[src/hdl/des_cbc_retail_mac_macros.svh]
// assertion macros shared by the des cbc retail mac project
`ifndef DES_CBC_RETAIL_MAC_MACROS_SVH
`define DES_CBC_RETAIL_MAC_MACROS_SVH

// condition a implies condition b in the same cycle
`define DCRM_ASSERT_SAME(lbl, clk, rst, a, b) \
   lbl: assert property (@(posedge clk) disable iff (rst) (a) |-> (b)) \
      else $error("dcrm check failed");

// condition a implies condition b in the next cycle
`define DCRM_ASSERT_NEXT(lbl, clk, rst, a, b) \
   lbl: assert property (@(posedge clk) disable iff (rst) (a) |=> (b)) \
      else $error("dcrm check failed");

`endif

[src/hdl/dcrm_pkg.sv]
// ----------------------------------------------------------------------------
// dcrm_pkg
// Types, register codes, DES tables and permutation functions.
// ----------------------------------------------------------------------------
package dcrm_pkg;

   localparam int MAX_MESSAGE_BYTES_DEF = 1024;

   localparam logic [2:0] REG_KEY_ONE   = 3'd0;
   localparam logic [2:0] REG_KEY_TWO   = 3'd1;
   localparam logic [2:0] REG_KEY_THREE = 3'd2;
   localparam logic [2:0] REG_KEY_LEN   = 3'd3;
   localparam logic [2:0] REG_MAC_MODE  = 3'd4;

   localparam logic [1:0] STATUS_OK       = 2'd0;
   localparam logic [1:0] STATUS_BAD_PARM = 2'd1;
   localparam logic [1:0] STATUS_TOO_LONG = 2'd2;

   localparam logic [3:0] ALG_ONE   = 4'h0;
   localparam logic [3:0] ALG_THREE = 4'h2;
   localparam logic [3:0] PAD_ZERO  = 4'h0;
   localparam logic [3:0] PAD_ISO   = 4'h1;

   localparam logic [4:0] KEYLEN_SINGLE = 5'd8;
   localparam logic [4:0] KEYLEN_DOUBLE = 5'd16;
   localparam logic [4:0] KEYLEN_TRIPLE = 5'd24;

   typedef struct packed {
      logic [63:0] key_one;
      logic [63:0] key_two;
      logic [63:0] key_three;
      logic [4:0]  key_length_bytes;
      logic [7:0]  mac_mode;
   } cfg_type;

   typedef struct packed {
      logic [63:0] data;
      logic [3:0]  nv;
      logic        last;
      logic        bad;
   } item_type;

   localparam byte unsigned TAB_IP [64] = '{
      58,50,42,34,26,18,10,2,60,52,44,36,28,20,12,4,62,54,46,38,30,22,14,6,
      64,56,48,40,32,24,16,8,57,49,41,33,25,17,9,1,59,51,43,35,27,19,11,3,
      61,53,45,37,29,21,13,5,63,55,47,39,31,23,15,7};
   localparam byte unsigned TAB_FP [64] = '{
      40,8,48,16,56,24,64,32,39,7,47,15,55,23,63,31,38,6,46,14,54,22,62,30,
      37,5,45,13,53,21,61,29,36,4,44,12,52,20,60,28,35,3,43,11,51,19,59,27,
      34,2,42,10,50,18,58,26,33,1,41,9,49,17,57,25};
   localparam byte unsigned TAB_E [48] = '{
      32,1,2,3,4,5,4,5,6,7,8,9,8,9,10,11,12,13,12,13,14,15,16,17,
      16,17,18,19,20,21,20,21,22,23,24,25,24,25,26,27,28,29,28,29,30,31,32,1};
   localparam byte unsigned TAB_P [32] = '{
      16,7,20,21,29,12,28,17,1,15,23,26,5,18,31,10,
      2,8,24,14,32,27,3,9,19,13,30,6,22,11,4,25};
   localparam byte unsigned TAB_PC1 [56] = '{
      57,49,41,33,25,17,9,1,58,50,42,34,26,18,10,2,59,51,43,35,27,19,11,3,
      60,52,44,36,63,55,47,39,31,23,15,7,62,54,46,38,30,22,14,6,61,53,45,37,
      29,21,13,5,28,20,12,4};
   localparam byte unsigned TAB_PC2 [48] = '{
      14,17,11,24,1,5,3,28,15,6,21,10,23,19,12,4,26,8,16,7,27,20,13,2,
      41,52,31,37,47,55,30,40,51,45,33,48,44,49,39,56,34,53,46,42,50,36,29,32};
   localparam logic [1:0] TAB_ROT [16] = '{
      2'd1,2'd1,2'd2,2'd2,2'd2,2'd2,2'd2,2'd2,2'd1,2'd2,2'd2,2'd2,2'd2,2'd2,2'd2,2'd1};
   localparam logic [3:0] TAB_S [8][64] = '{
      '{14,4,13,1,2,15,11,8,3,10,6,12,5,9,0,7,0,15,7,4,14,2,13,1,10,6,12,11,9,5,3,8,
        4,1,14,8,13,6,2,11,15,12,9,7,3,10,5,0,15,12,8,2,4,9,1,7,5,11,3,14,10,0,6,13},
      '{15,1,8,14,6,11,3,4,9,7,2,13,12,0,5,10,3,13,4,7,15,2,8,14,12,0,1,10,6,9,11,5,
        0,14,7,11,10,4,13,1,5,8,12,6,9,3,2,15,13,8,10,1,3,15,4,2,11,6,7,12,0,5,14,9},
      '{10,0,9,14,6,3,15,5,1,13,12,7,11,4,2,8,13,7,0,9,3,4,6,10,2,8,5,14,12,11,15,1,
        13,6,4,9,8,15,3,0,11,1,2,12,5,10,14,7,1,10,13,0,6,9,8,7,4,15,14,3,11,5,2,12},
      '{7,13,14,3,0,6,9,10,1,2,8,5,11,12,4,15,13,8,11,5,6,15,0,3,4,7,2,12,1,10,14,9,
        10,6,9,0,12,11,7,13,15,1,3,14,5,2,8,4,3,15,0,6,10,1,13,8,9,4,5,11,12,7,2,14},
      '{2,12,4,1,7,10,11,6,8,5,3,15,13,0,14,9,14,11,2,12,4,7,13,1,5,0,15,10,3,9,8,6,
        4,2,1,11,10,13,7,8,15,9,12,5,6,3,0,14,11,8,12,7,1,14,2,13,6,15,0,9,10,4,5,3},
      '{12,1,10,15,9,2,6,8,0,13,3,4,14,7,5,11,10,15,4,2,7,12,9,5,6,1,13,14,0,11,3,8,
        9,14,15,5,2,8,12,3,7,0,4,10,1,13,11,6,4,3,2,12,9,5,15,10,11,14,1,7,6,0,8,13},
      '{4,11,2,14,15,0,8,13,3,12,9,7,5,10,6,1,13,0,11,7,4,9,1,10,14,3,5,12,2,15,8,6,
        1,4,11,13,12,3,7,14,10,15,6,8,0,5,9,2,6,11,13,8,1,4,10,7,9,5,0,15,14,2,3,12},
      '{13,2,8,4,6,15,11,1,10,9,3,14,5,0,12,7,1,15,13,8,10,3,7,4,12,5,6,11,0,14,9,2,
        7,11,4,1,9,12,14,2,0,6,10,13,15,3,5,8,2,1,14,7,4,10,8,13,15,12,9,0,3,5,6,11}};

   // table entries count bit positions from the msb, starting at one
   function automatic logic [63:0] perm_ip(input logic [63:0] x);
      logic [63:0] o;
      for (int i = 0; i < 64; i++) o[63-i] = x[64-TAB_IP[i]];
      return o;
   endfunction

   function automatic logic [63:0] perm_fp(input logic [63:0] x);
      logic [63:0] o;
      for (int i = 0; i < 64; i++) o[63-i] = x[64-TAB_FP[i]];
      return o;
   endfunction

   function automatic logic [55:0] perm_pc1(input logic [63:0] x);
      logic [55:0] o;
      for (int i = 0; i < 56; i++) o[55-i] = x[64-TAB_PC1[i]];
      return o;
   endfunction

   function automatic logic [47:0] perm_pc2(input logic [55:0] x);
      logic [47:0] o;
      for (int i = 0; i < 48; i++) o[47-i] = x[56-TAB_PC2[i]];
      return o;
   endfunction

   function automatic logic [31:0] feistel(input logic [31:0] r, input logic [47:0] k);
      logic [47:0] e;
      logic [5:0]  b;
      logic [31:0] s;
      logic [31:0] o;
      for (int i = 0; i < 48; i++) e[47-i] = r[32-TAB_E[i]];
      e = e ^ k;
      for (int i = 0; i < 8; i++) begin
         b = e[47-6*i -: 6];
         s[31-4*i -: 4] = TAB_S[i][{b[5], b[0], b[4:1]}];
      end
      for (int i = 0; i < 32; i++) o[31-i] = s[32-TAB_P[i]];
      return o;
   endfunction

   function automatic logic [55:0] rot_left(input logic [55:0] cd, input logic [1:0] n);
      logic [27:0] c;
      logic [27:0] d;
      c = cd[55:28];
      d = cd[27:0];
      if (n == 2'd2) return {c[25:0], c[27:26], d[25:0], d[27:26]};
      return {c[26:0], c[27], d[26:0], d[27]};
   endfunction

   function automatic logic [55:0] rot_right(input logic [55:0] cd, input logic [1:0] n);
      logic [27:0] c;
      logic [27:0] d;
      c = cd[55:28];
      d = cd[27:0];
      if (n == 2'd2) return {c[1:0], c[27:2], d[1:0], d[27:2]};
      return {c[0], c[27:1], d[0], d[27:1]};
   endfunction

endpackage

[src/hdl/des_cbc_retail_mac.sv]
// Each block takes one DES pass (single DES) or three DES passes (used for ede
// keys and for the final retail MAC steps), run by the one-round DES unit.
// A block can be accepted every cycle into a two-entry queue while it has room;
// the engine takes the next one when it is free, and registers the MAC from the last round.
// Reset (synchronous, active high) clears chaining, length count, queue and output,
// and sets the key length to 8 bytes with all keys and the mode zero.
// ----------------------------------------------------------------------------
// des_cbc_retail_mac
// ISO 9797-1 MAC algorithm 1 and 3 over DES, CBC chained, block at a time.
// ----------------------------------------------------------------------------
module des_cbc_retail_mac
   import dcrm_pkg::*;
#(
   parameter int MAX_MESSAGE_BYTES = MAX_MESSAGE_BYTES_DEF
)(
   input  logic        clock,
   input  logic        reset,
   input  logic        req_tvalid,
   output logic        req_tready,
   input  logic [71:0] req_tdata,   // data_block[63:0], valid_bytes[67:64], zero fill
   input  logic        req_tlast,
   output logic        rsp_tvalid,
   input  logic        rsp_tready,
   output logic [63:0] rsp_tdata,   // mac_value[63:0]
   output logic [1:0]  rsp_tuser,   // status[1:0]
   input  logic        csr_valid,
   output logic        csr_ready,
   input  logic [2:0]  csr_index,
   input  logic [63:0] csr_data
);

   cfg_type  cfg_ff, cfg_in;
   logic     push_valid, push_ready;
   item_type push_item;
   logic     pop_valid, pop_ready;
   item_type pop_item;

   assign csr_ready = 1'b1;

   always_comb begin
      cfg_in = cfg_ff;
      if (csr_valid) begin
         case (csr_index)
            REG_KEY_ONE:   cfg_in.key_one          = csr_data;
            REG_KEY_TWO:   cfg_in.key_two          = csr_data;
            REG_KEY_THREE: cfg_in.key_three        = csr_data;
            REG_KEY_LEN:   cfg_in.key_length_bytes = csr_data[4:0];
            REG_MAC_MODE:  cfg_in.mac_mode         = csr_data[7:0];
            default:       cfg_in = cfg_ff;
         endcase
      end
   end

   always_ff @(posedge clock) begin
      if (reset) begin
         cfg_ff.key_one          <= 64'd0;
         cfg_ff.key_two          <= 64'd0;
         cfg_ff.key_three        <= 64'd0;
         cfg_ff.key_length_bytes <= KEYLEN_SINGLE;
         cfg_ff.mac_mode         <= 8'd0;
      end else begin
         cfg_ff <= cfg_in;
      end
   end

   dcrm_front u_front (
      .req_tvalid  (req_tvalid),
      .req_tready  (req_tready),
      .data_block  (req_tdata[63:0]),
      .valid_bytes (req_tdata[67:64]),
      .last_block  (req_tlast),
      .cfg         (cfg_ff),
      .push_valid  (push_valid),
      .push_ready  (push_ready),
      .push_item   (push_item)
   );

   dcrm_queue u_queue (
      .clock      (clock),
      .reset      (reset),
      .push_valid (push_valid),
      .push_ready (push_ready),
      .push_item  (push_item),
      .pop_valid  (pop_valid),
      .pop_ready  (pop_ready),
      .pop_item   (pop_item)
   );

   dcrm_engine #(
      .MAX_MESSAGE_BYTES (MAX_MESSAGE_BYTES)
   ) u_engine (
      .clock      (clock),
      .reset      (reset),
      .cfg        (cfg_ff),
      .pop_valid  (pop_valid),
      .pop_ready  (pop_ready),
      .pop_item   (pop_item),
      .rsp_tvalid (rsp_tvalid),
      .rsp_tready (rsp_tready),
      .mac_value  (rsp_tdata),
      .status     (rsp_tuser)
   );

endmodule

[src/hdl/dcrm_front.sv]
// ----------------------------------------------------------------------------
// dcrm_front
// Accepts message blocks, clamps the byte count, pads and checks parameters.
// ----------------------------------------------------------------------------
module dcrm_front
   import dcrm_pkg::*;
(
   input  logic        req_tvalid,
   output logic        req_tready,
   input  logic [63:0] data_block,
   input  logic [3:0]  valid_bytes,
   input  logic        last_block,
   input  cfg_type     cfg,
   output logic        push_valid,
   input  logic        push_ready,
   output item_type    push_item
);

   logic [3:0] nv;
   logic [3:0] pad_nib;
   logic [3:0] alg_nib;
   logic       bad_mode;
   logic       bad_len;
   logic [63:0] padded;

   always_comb begin
      nv = 4'd8;
      if (last_block && valid_bytes < 4'd8) nv = valid_bytes;
   end

   assign pad_nib  = cfg.mac_mode[7:4];
   assign alg_nib  = cfg.mac_mode[3:0];
   assign bad_mode = (pad_nib != PAD_ZERO && pad_nib != PAD_ISO) ||
                     (alg_nib != ALG_ONE && alg_nib != ALG_THREE);
   assign bad_len  = cfg.key_length_bytes != KEYLEN_SINGLE &&
                     cfg.key_length_bytes != KEYLEN_DOUBLE &&
                     cfg.key_length_bytes != KEYLEN_TRIPLE;

   // byte 0 is the top byte; bytes past the count take the padding
   always_comb begin
      for (int i = 0; i < 8; i++) begin
         if (i < int'(nv))
            padded[63-8*i -: 8] = data_block[63-8*i -: 8];
         else if (i == int'(nv) && pad_nib == PAD_ISO)
            padded[63-8*i -: 8] = 8'h80;
         else
            padded[63-8*i -: 8] = 8'h00;
      end
   end

   assign req_tready     = push_ready;
   assign push_valid     = req_tvalid;
   assign push_item.data = padded;
   assign push_item.nv   = nv;
   assign push_item.last = last_block;
   assign push_item.bad  = bad_mode || bad_len || (last_block && nv == 4'd0);

endmodule

[src/hdl/dcrm_queue.sv]
// ----------------------------------------------------------------------------
// dcrm_queue
// Two-entry request queue between the front end and the cipher engine.
// ----------------------------------------------------------------------------
module dcrm_queue
   import dcrm_pkg::*;
(
   input  logic     clock,
   input  logic     reset,
   input  logic     push_valid,
   output logic     push_ready,
   input  item_type push_item,
   output logic     pop_valid,
   input  logic     pop_ready,
   output item_type pop_item
);

   item_type   entry_ff [2];
   item_type   entry_in [2];
   logic       wptr_ff, wptr_in;
   logic       rptr_ff, rptr_in;
   logic [1:0] count_ff, count_in;
   logic       do_push, do_pop;

   assign push_ready = count_ff != 2'd2;
   assign pop_valid  = count_ff != 2'd0;
   assign pop_item   = entry_ff[rptr_ff];
   assign do_push    = push_valid && push_ready;
   assign do_pop     = pop_valid && pop_ready;

   always_comb begin
      entry_in = entry_ff;
      if (do_push) entry_in[wptr_ff] = push_item;
      wptr_in  = wptr_ff ^ do_push;
      rptr_in  = rptr_ff ^ do_pop;
      count_in = count_ff + {1'b0, do_push} - {1'b0, do_pop};
   end

   always_ff @(posedge clock) begin
      entry_ff <= entry_in;
      if (reset) begin
         wptr_ff  <= 1'b0;
         rptr_ff  <= 1'b0;
         count_ff <= 2'd0;
      end else begin
         wptr_ff  <= wptr_in;
         rptr_ff  <= rptr_in;
         count_ff <= count_in;
      end
   end

endmodule

[src/hdl/dcrm_engine.sv]
// ----------------------------------------------------------------------------
// dcrm_engine
// Iterative DES round unit with CBC chaining, length tracking and result reg.
// ----------------------------------------------------------------------------
`include "des_cbc_retail_mac_macros.svh"

module dcrm_engine
   import dcrm_pkg::*;
#(
   parameter int MAX_MESSAGE_BYTES = MAX_MESSAGE_BYTES_DEF
)(
   input  logic        clock,
   input  logic        reset,
   input  cfg_type     cfg,
   input  logic        pop_valid,
   output logic        pop_ready,
   input  item_type    pop_item,
   output logic        rsp_tvalid,
   input  logic        rsp_tready,
   output logic [63:0] mac_value,
   output logic [1:0]  status
);

   localparam int CNT_W = $clog2(MAX_MESSAGE_BYTES + 2);
   localparam logic [CNT_W:0] MAX_BYTES = (CNT_W+1)'(MAX_MESSAGE_BYTES);

   logic             busy_ff, busy_in;
   logic [3:0]       round_ff, round_in;
   logic [1:0]       pass_ff, pass_in;
   logic             ede_ff, ede_in;
   logic             last_ff, last_in;
   logic             bad_ff, bad_in;
   logic [31:0]      l_ff, l_in, r_ff, r_in;
   logic [55:0]      cd_ff, cd_in;
   logic [63:0]      chain_ff, chain_in;
   logic [CNT_W-1:0] bytes_ff, bytes_in;
   logic             long_ff, long_in;
   logic             rsp_valid_ff, rsp_valid_in;
   logic [63:0]      mac_ff, mac_in;
   logic [1:0]       status_ff, status_in;

   logic             dec;
   logic [55:0]      cd_use;
   logic [31:0]      new_r;
   logic [63:0]      res;
   logic [63:0]      k3_sel;
   logic [63:0]      next_key;
   logic [63:0]      ip_blk;
   logic [CNT_W:0]   sum;
   logic             multi_key;
   logic             stall;

   assign dec       = pass_ff == 2'd1;
   assign cd_use    = dec ? cd_ff : rot_left(cd_ff, TAB_ROT[round_ff]);
   assign new_r     = l_ff ^ feistel(r_ff, perm_pc2(cd_use));
   assign res       = perm_fp({new_r, r_ff});
   assign k3_sel    = (cfg.key_length_bytes == KEYLEN_TRIPLE) ? cfg.key_three : cfg.key_one;
   assign next_key  = (pass_ff == 2'd0) ? cfg.key_two : k3_sel;
   assign ip_blk    = perm_ip(chain_ff ^ pop_item.data);
   assign sum       = {1'b0, bytes_ff} + (CNT_W+1)'(pop_item.nv);
   assign multi_key = cfg.key_length_bytes == KEYLEN_DOUBLE ||
                      cfg.key_length_bytes == KEYLEN_TRIPLE;
   assign stall     = last_ff && rsp_valid_ff && !rsp_tready;
   assign pop_ready = !busy_ff;

   always_comb begin
      busy_in      = busy_ff;
      round_in     = round_ff;
      pass_in      = pass_ff;
      ede_in       = ede_ff;
      last_in      = last_ff;
      bad_in       = bad_ff;
      l_in         = l_ff;
      r_in         = r_ff;
      cd_in        = cd_ff;
      chain_in     = chain_ff;
      bytes_in     = bytes_ff;
      long_in      = long_ff;
      rsp_valid_in = rsp_valid_ff && !rsp_tready;
      mac_in       = mac_ff;
      status_in    = status_ff;

      if (!busy_ff) begin
         if (pop_valid) begin
            busy_in  = 1'b1;
            round_in = 4'd0;
            pass_in  = 2'd0;
            // three passes for ede chaining or the final retail steps
            ede_in   = multi_key &&
                       (cfg.mac_mode[3:0] != ALG_THREE || pop_item.last);
            last_in  = pop_item.last;
            bad_in   = pop_item.bad;
            {l_in, r_in} = ip_blk;
            cd_in    = perm_pc1(cfg.key_one);
            if (sum > MAX_BYTES) begin
               long_in  = 1'b1;
               bytes_in = CNT_W'(MAX_MESSAGE_BYTES + 1);
            end else begin
               bytes_in = sum[CNT_W-1:0];
            end
         end
      end else if (round_ff != 4'd15) begin
         round_in = round_ff + 4'd1;
         l_in     = r_ff;
         r_in     = new_r;
         cd_in    = dec ? rot_right(cd_ff, TAB_ROT[4'd15 - round_ff]) : cd_use;
      end else if (ede_ff && pass_ff != 2'd2) begin
         pass_in  = pass_ff + 2'd1;
         round_in = 4'd0;
         {l_in, r_in} = perm_ip(res);
         cd_in    = perm_pc1(next_key);
      end else if (!stall) begin
         busy_in = 1'b0;
         if (last_ff) begin
            rsp_valid_in = 1'b1;
            chain_in     = 64'd0;
            bytes_in     = '0;
            long_in      = 1'b0;
            if (bad_ff) begin
               mac_in    = 64'd0;
               status_in = STATUS_BAD_PARM;
            end else if (long_ff) begin
               mac_in    = 64'd0;
               status_in = STATUS_TOO_LONG;
            end else begin
               mac_in    = res;
               status_in = STATUS_OK;
            end
         end else begin
            chain_in = res;
         end
      end
   end

   always_ff @(posedge clock) begin
      round_ff  <= round_in;
      pass_ff   <= pass_in;
      ede_ff    <= ede_in;
      last_ff   <= last_in;
      bad_ff    <= bad_in;
      l_ff      <= l_in;
      r_ff      <= r_in;
      cd_ff     <= cd_in;
      mac_ff    <= mac_in;
      status_ff <= status_in;
      if (reset) begin
         busy_ff      <= 1'b0;
         chain_ff     <= 64'd0;
         bytes_ff     <= '0;
         long_ff      <= 1'b0;
         rsp_valid_ff <= 1'b0;
      end else begin
         busy_ff      <= busy_in;
         chain_ff     <= chain_in;
         bytes_ff     <= bytes_in;
         long_ff      <= long_in;
         rsp_valid_ff <= rsp_valid_in;
      end
   end

   assign rsp_tvalid = rsp_valid_ff;
   assign mac_value  = mac_ff;
   assign status     = status_ff;

   // the round counter rests at the last round once a block is done
   `DCRM_ASSERT_SAME(a_idle_round, clock, reset, !busy_ff, round_ff == 4'd15 || !$past(busy_ff))
   `DCRM_ASSERT_SAME(a_pass_ede, clock, reset, busy_ff && pass_ff != 2'd0, ede_ff)
   `DCRM_ASSERT_SAME(a_err_zero, clock, reset, rsp_valid_ff && status_ff != STATUS_OK,
                     mac_ff == 64'd0)
   `DCRM_ASSERT_NEXT(a_len_reset, clock, reset, busy_ff && !busy_in && last_ff,
                     bytes_ff == '0 && !long_ff && chain_ff == 64'd0)

endmodule

[config.mk]
export PLATFORM = sky130hd
export DESIGN_NAME = des_cbc_retail_mac
export DESIGN_NICKNAME = d
export VERILOG_FILES = /design/src/hdl/dcrm_pkg.sv /design/src/hdl/des_cbc_retail_mac.sv /design/src/hdl/dcrm_front.sv /design/src/hdl/dcrm_queue.sv /design/src/hdl/dcrm_engine.sv
export VERILOG_INCLUDE_DIRS = /design/src /design/src/hdl
export SDC_FILE = /design/constraint.sdc
export NUM_CORES = 2
export LEC_CHECK = 0
export BUFFER_PORTS_ARGS = -buffer_cell sky130_fd_sc_hd__buf_2
export CELL_PAD_IN_SITES_DETAIL_PLACEMENT = 0
export CELL_PAD_IN_SITES_GLOBAL_PLACEMENT = 1
export CORE_UTILIZATION = 30
export CTS_BUF_LIST = sky130_fd_sc_hd__clkbuf_2
export CTS_CLUSTER_SIZE = 16
export DETAILED_ROUTE_END_ITERATION = 16
export PLACE_DENSITY_LB_ADDON = 0.1
export RECOVER_POWER = 100
export SETUP_SLACK_MARGIN = 0.15
export SLEW_MARGIN = 40
export SYNTH_ARGS = -nofsm -noshare
export SYNTH_HDL_FRONTEND = slang
export SYNTH_SLANG_ARGS = --single-unit
[constraint.sdc]
create_clock -name clock -period 7.5 [get_ports clock]
set_clock_uncertainty 0.15 [all_clocks]
set_input_delay 2.25 -clock clock [delete_from_list [all_inputs] [get_ports clock]]
set_output_delay 2.25 -clock clock [all_outputs]
set_load 0.02 [all_outputs]
==> summary.txt <==
Placed design
  • Port bufs: 201
  • GP Congestion: 0.8616
  • Post-DP HPWL: 89.14 mm

Run status
  • Status: finished, violations left
  • Failing checks: capacitance limit, slew limit

Floorplan
  • Initial core utilization: 30.33%
  • Placement Rows: 123
  • Die height: 339.7 um
  • Core Region: 0.1128 mm2
  • Ports: 214
  • Die Wd: 339.7 um
  • Full die area: 0.1154 mm2

Worst setup path
  • Crit path max fanout: 17
  • Crit path max-delay family: compound AO/OA/AOI/OAI gates
  • Crit. End Element: register
  • Critical path arrival: 7.60 ns
  • CP Launch Type: register
  • Crit-path most repeated cell: ha_1
  • Crit Path Class: reg2reg
  • WP data required: 8.51 ns
  • Crit path largest cell delay: 1.14 ns
  • Critical path, cell by cell: ha_1 > clkbuf_1 > a21bo_1 > o31ai_2 > mux2i_1 > o21a_1 > xnor2_2 > ha_1 > o21ai_0 > o211ai_1 > a21oi_1 > o32ai_1 > xor2_1 > nor2_1
  • CP Buf/Inv Count: 1
  • Crit-path slowest cell: o32ai_1

Timing
  • Final period util: 87.80%
  • Fmax: 151.9 MHz
  • Hold Violations, Final: 0
  • Final Setup Violations: 0
  • Least-Margin Pin Slew: 3.497 ns
  • Slew HR: -133.1%
  • Max Slew Vio Count: 814
  • RSZ-0062 raised after global routing: no
  • Minimum clock period: 6.585 ns
  • Sum Neg Setup Slack: 0 ns

Logic synthesis
  • Synth top area share: 29.40%
  • Ys flop type: edfxtp_1
  • Mapped Nets: 3883
  • Synth cell types: 109
  • Post-synth EDFFs: 335
  • Cells after synthesis: 3662
  • Yosys top cell by area: edfxtp_1
  • Synthesis warning total: 0
  • Async S/R FF share, synth: 0%
  • Seq/Total Area, Yosys: 44.79%
  • Mean post-synth cell area: 9.344 um2
  • Synth area leaders: edfxtp_1 29%, dfxtp_1 15%, nand2_1 7.3%, mux2i_1 5.1%, a21oi_1 4.6%
  • Cell Area, Synth: 0.03422 mm2
  • FF+latch count, synth: 598

Detailed routing
  • Detailed-route DRC error count: 0
  • Routed Wire Length: 130.3 mm
  • Antenna Nets Post-Route: 0
  • Via count: 28942
  • Initial DRC Count: 2219
  • Post-DR wirelength/cell: 23.79 um
  • Drt pass-1 iters: 5
  • Vias per cell: 5.284

Clock network
  • Clk root buf: clkbuf_2
  • Hold-fix buffers, CTS: 0
  • Post-CTS Resized: 0
  • Postcts setup bufs: 0
  • Worst skew pair latency: 1.52 ns
  • # clock sinks: 598
  • Clk buf depth: 3
  • Clock-pin slew on the worst setup and hold paths: 0.11 ns
  • CTS tree: yes
  • CTS Buf Count: 169
  • H-tree levels: 4

Finish
  • Most common cell after layout, fill and taps aside: nand2_1
  • Fraction of layout cells with a size suffix above 1: 15.77%
  • Most frequent cells in the layout: 660 x nand2_1, 335 x edfxtp_1, 314 x a21oi_1
  • Area delta synth->final: 11.88%
  • Layout Nets: 4053

Global routing
  • First-pass GRT wire length: 191.4 mm
  • Global route overflow: 0
  • Gr usage total: 22.19%
  • Largest net degree at the start of global routing: 93
  • Vias in the first global route: 27913
  • Initial antenna violation count: 16

Run
  • Max-Cap Viols: 19

Worst hold path
  • Min-delay worst type: reg2reg
synth_stat cells, types with 28 or more instances:
cell,n
a211oi_1,28
a21oi_1,313
a22o_1,49
a311oi_1,36
a31oi_1,56
and2_1,106
and3_1,30
buf_1,30
buf_2,42
clkbuf_1,182
dfxtp_1,263
edfxtp_1,335
ha_1,75
inv_1,77
mux2_2,31
mux2i_1,173
nand2_1,661
nand3_1,88
nor2_1,210
nor3_1,46
o211ai_1,49
o21ai_0,163
o311ai_0,39
xnor2_1,94
xor2_1,67
cell type report:
class / instances / area [um2]
fill: 11971 / 74520
clock inverter: 37 / 265.3
timing repair buffer: 279 / 1533
sequential: 598 / 15330
antenna: 7 / 17.52
tap: 1500 / 1877
multi-input combinational: 2701 / 17590
clock buffer: 272 / 1361
inverter: 83 / 311.5
routing by layer:
layer / vias to the layer above / wire length, um / track usage, %
li1: 13737 / - / -
met3: 136 / 6640 / 3.651
met5: - / 13 / 0
met2: 803 / 58520 / 34.50
met4: 2 / 2378 / 4.983
met1: 14264 / 62720 / 32.02
sequential cells by signal, summed over array words and instances (netlist names), 2 cells and up:
| register | flops |
|---|---|
| cfg_ff | 181 |
| u_engine.l_ff | 32 |
| u_engine.cd_ff | 56 |
| u_queue.entry_ff | 140 |
| u_engine.mac_value | 64 |
| u_engine.r_ff | 32 |
| u_engine.round_ff | 4 |
| u_engine.status | 2 |
| u_engine.chain_ff | 64 |
| u_queue.count_ff | 2 |
| u_engine.bytes_ff | 11 |
| u_engine.pass_ff | 2 |
path summary, 6_finish.rpt:
check / start / end / slack (ns) / cells past startpoint
max: u_engine.round_ff[1] / u_engine.mac_value[54] / 0.92 / 14
min: cfg_ff[94] / cfg_ff[94] / 0.31 / 2
max reg2reg: u_engine.round_ff[1] / u_engine.mac_value[54] / 0.92 / 14
min reg2reg: cfg_ff[94] / cfg_ff[94] / 0.31 / 2
cells by family (layout without fill, tap and decap cells):
kind of cell | Yosys count | in the layout | share of synthesized area (%)
compound gates | 954 | 954 | 18.60
xor+xnor | 190 | 190 | 5.569
fa+ha+maj | 77 | 77 | 2.830
buf+inv | 363 | 671 | 4.465
flops | 598 | 598 | 44.79
mux | 226 | 226 | 7.430
other cells | 1 | 8 | 0.01096
simple gates | 1253 | 1253 | 16.31
metrics by stage:
stage          instances  hold slack [ns]  setup WS (ns)  area [um2]  utilization (%)
5_1_grt             5475           0.3221         0.7338       38280            33.93
3_3_place_gp        5155           0.2938          1.689       36620            32.46
2_1_floorplan       3662           0.2857          1.213       34220                -
6_report            5477           0.3075         0.9150       38280            33.94
4_1_cts             5470           0.3071          1.681       38500            34.13
3_5_place_dp        5161           0.2956          1.659       36870            32.68
worst reg2reg max path: stages, from the launching register on:
cell      delay [ns]
edfxtp_1        0.54
ha_1            0.28
clkbuf_1        0.71
a21bo_1         0.67
o31ai_2         0.46
mux2i_1         0.24
o21a_1          0.33
xnor2_2         0.45
ha_1            0.37
o21ai_0         0.20
o211ai_1        0.14
a21oi_1         0.11
o32ai_1         1.14
xor2_1          0.38
nor2_1          0.10
Power is not shown: default switching activity piles up to over one toggle a cycle in this logic, so the estimate is an artifact.
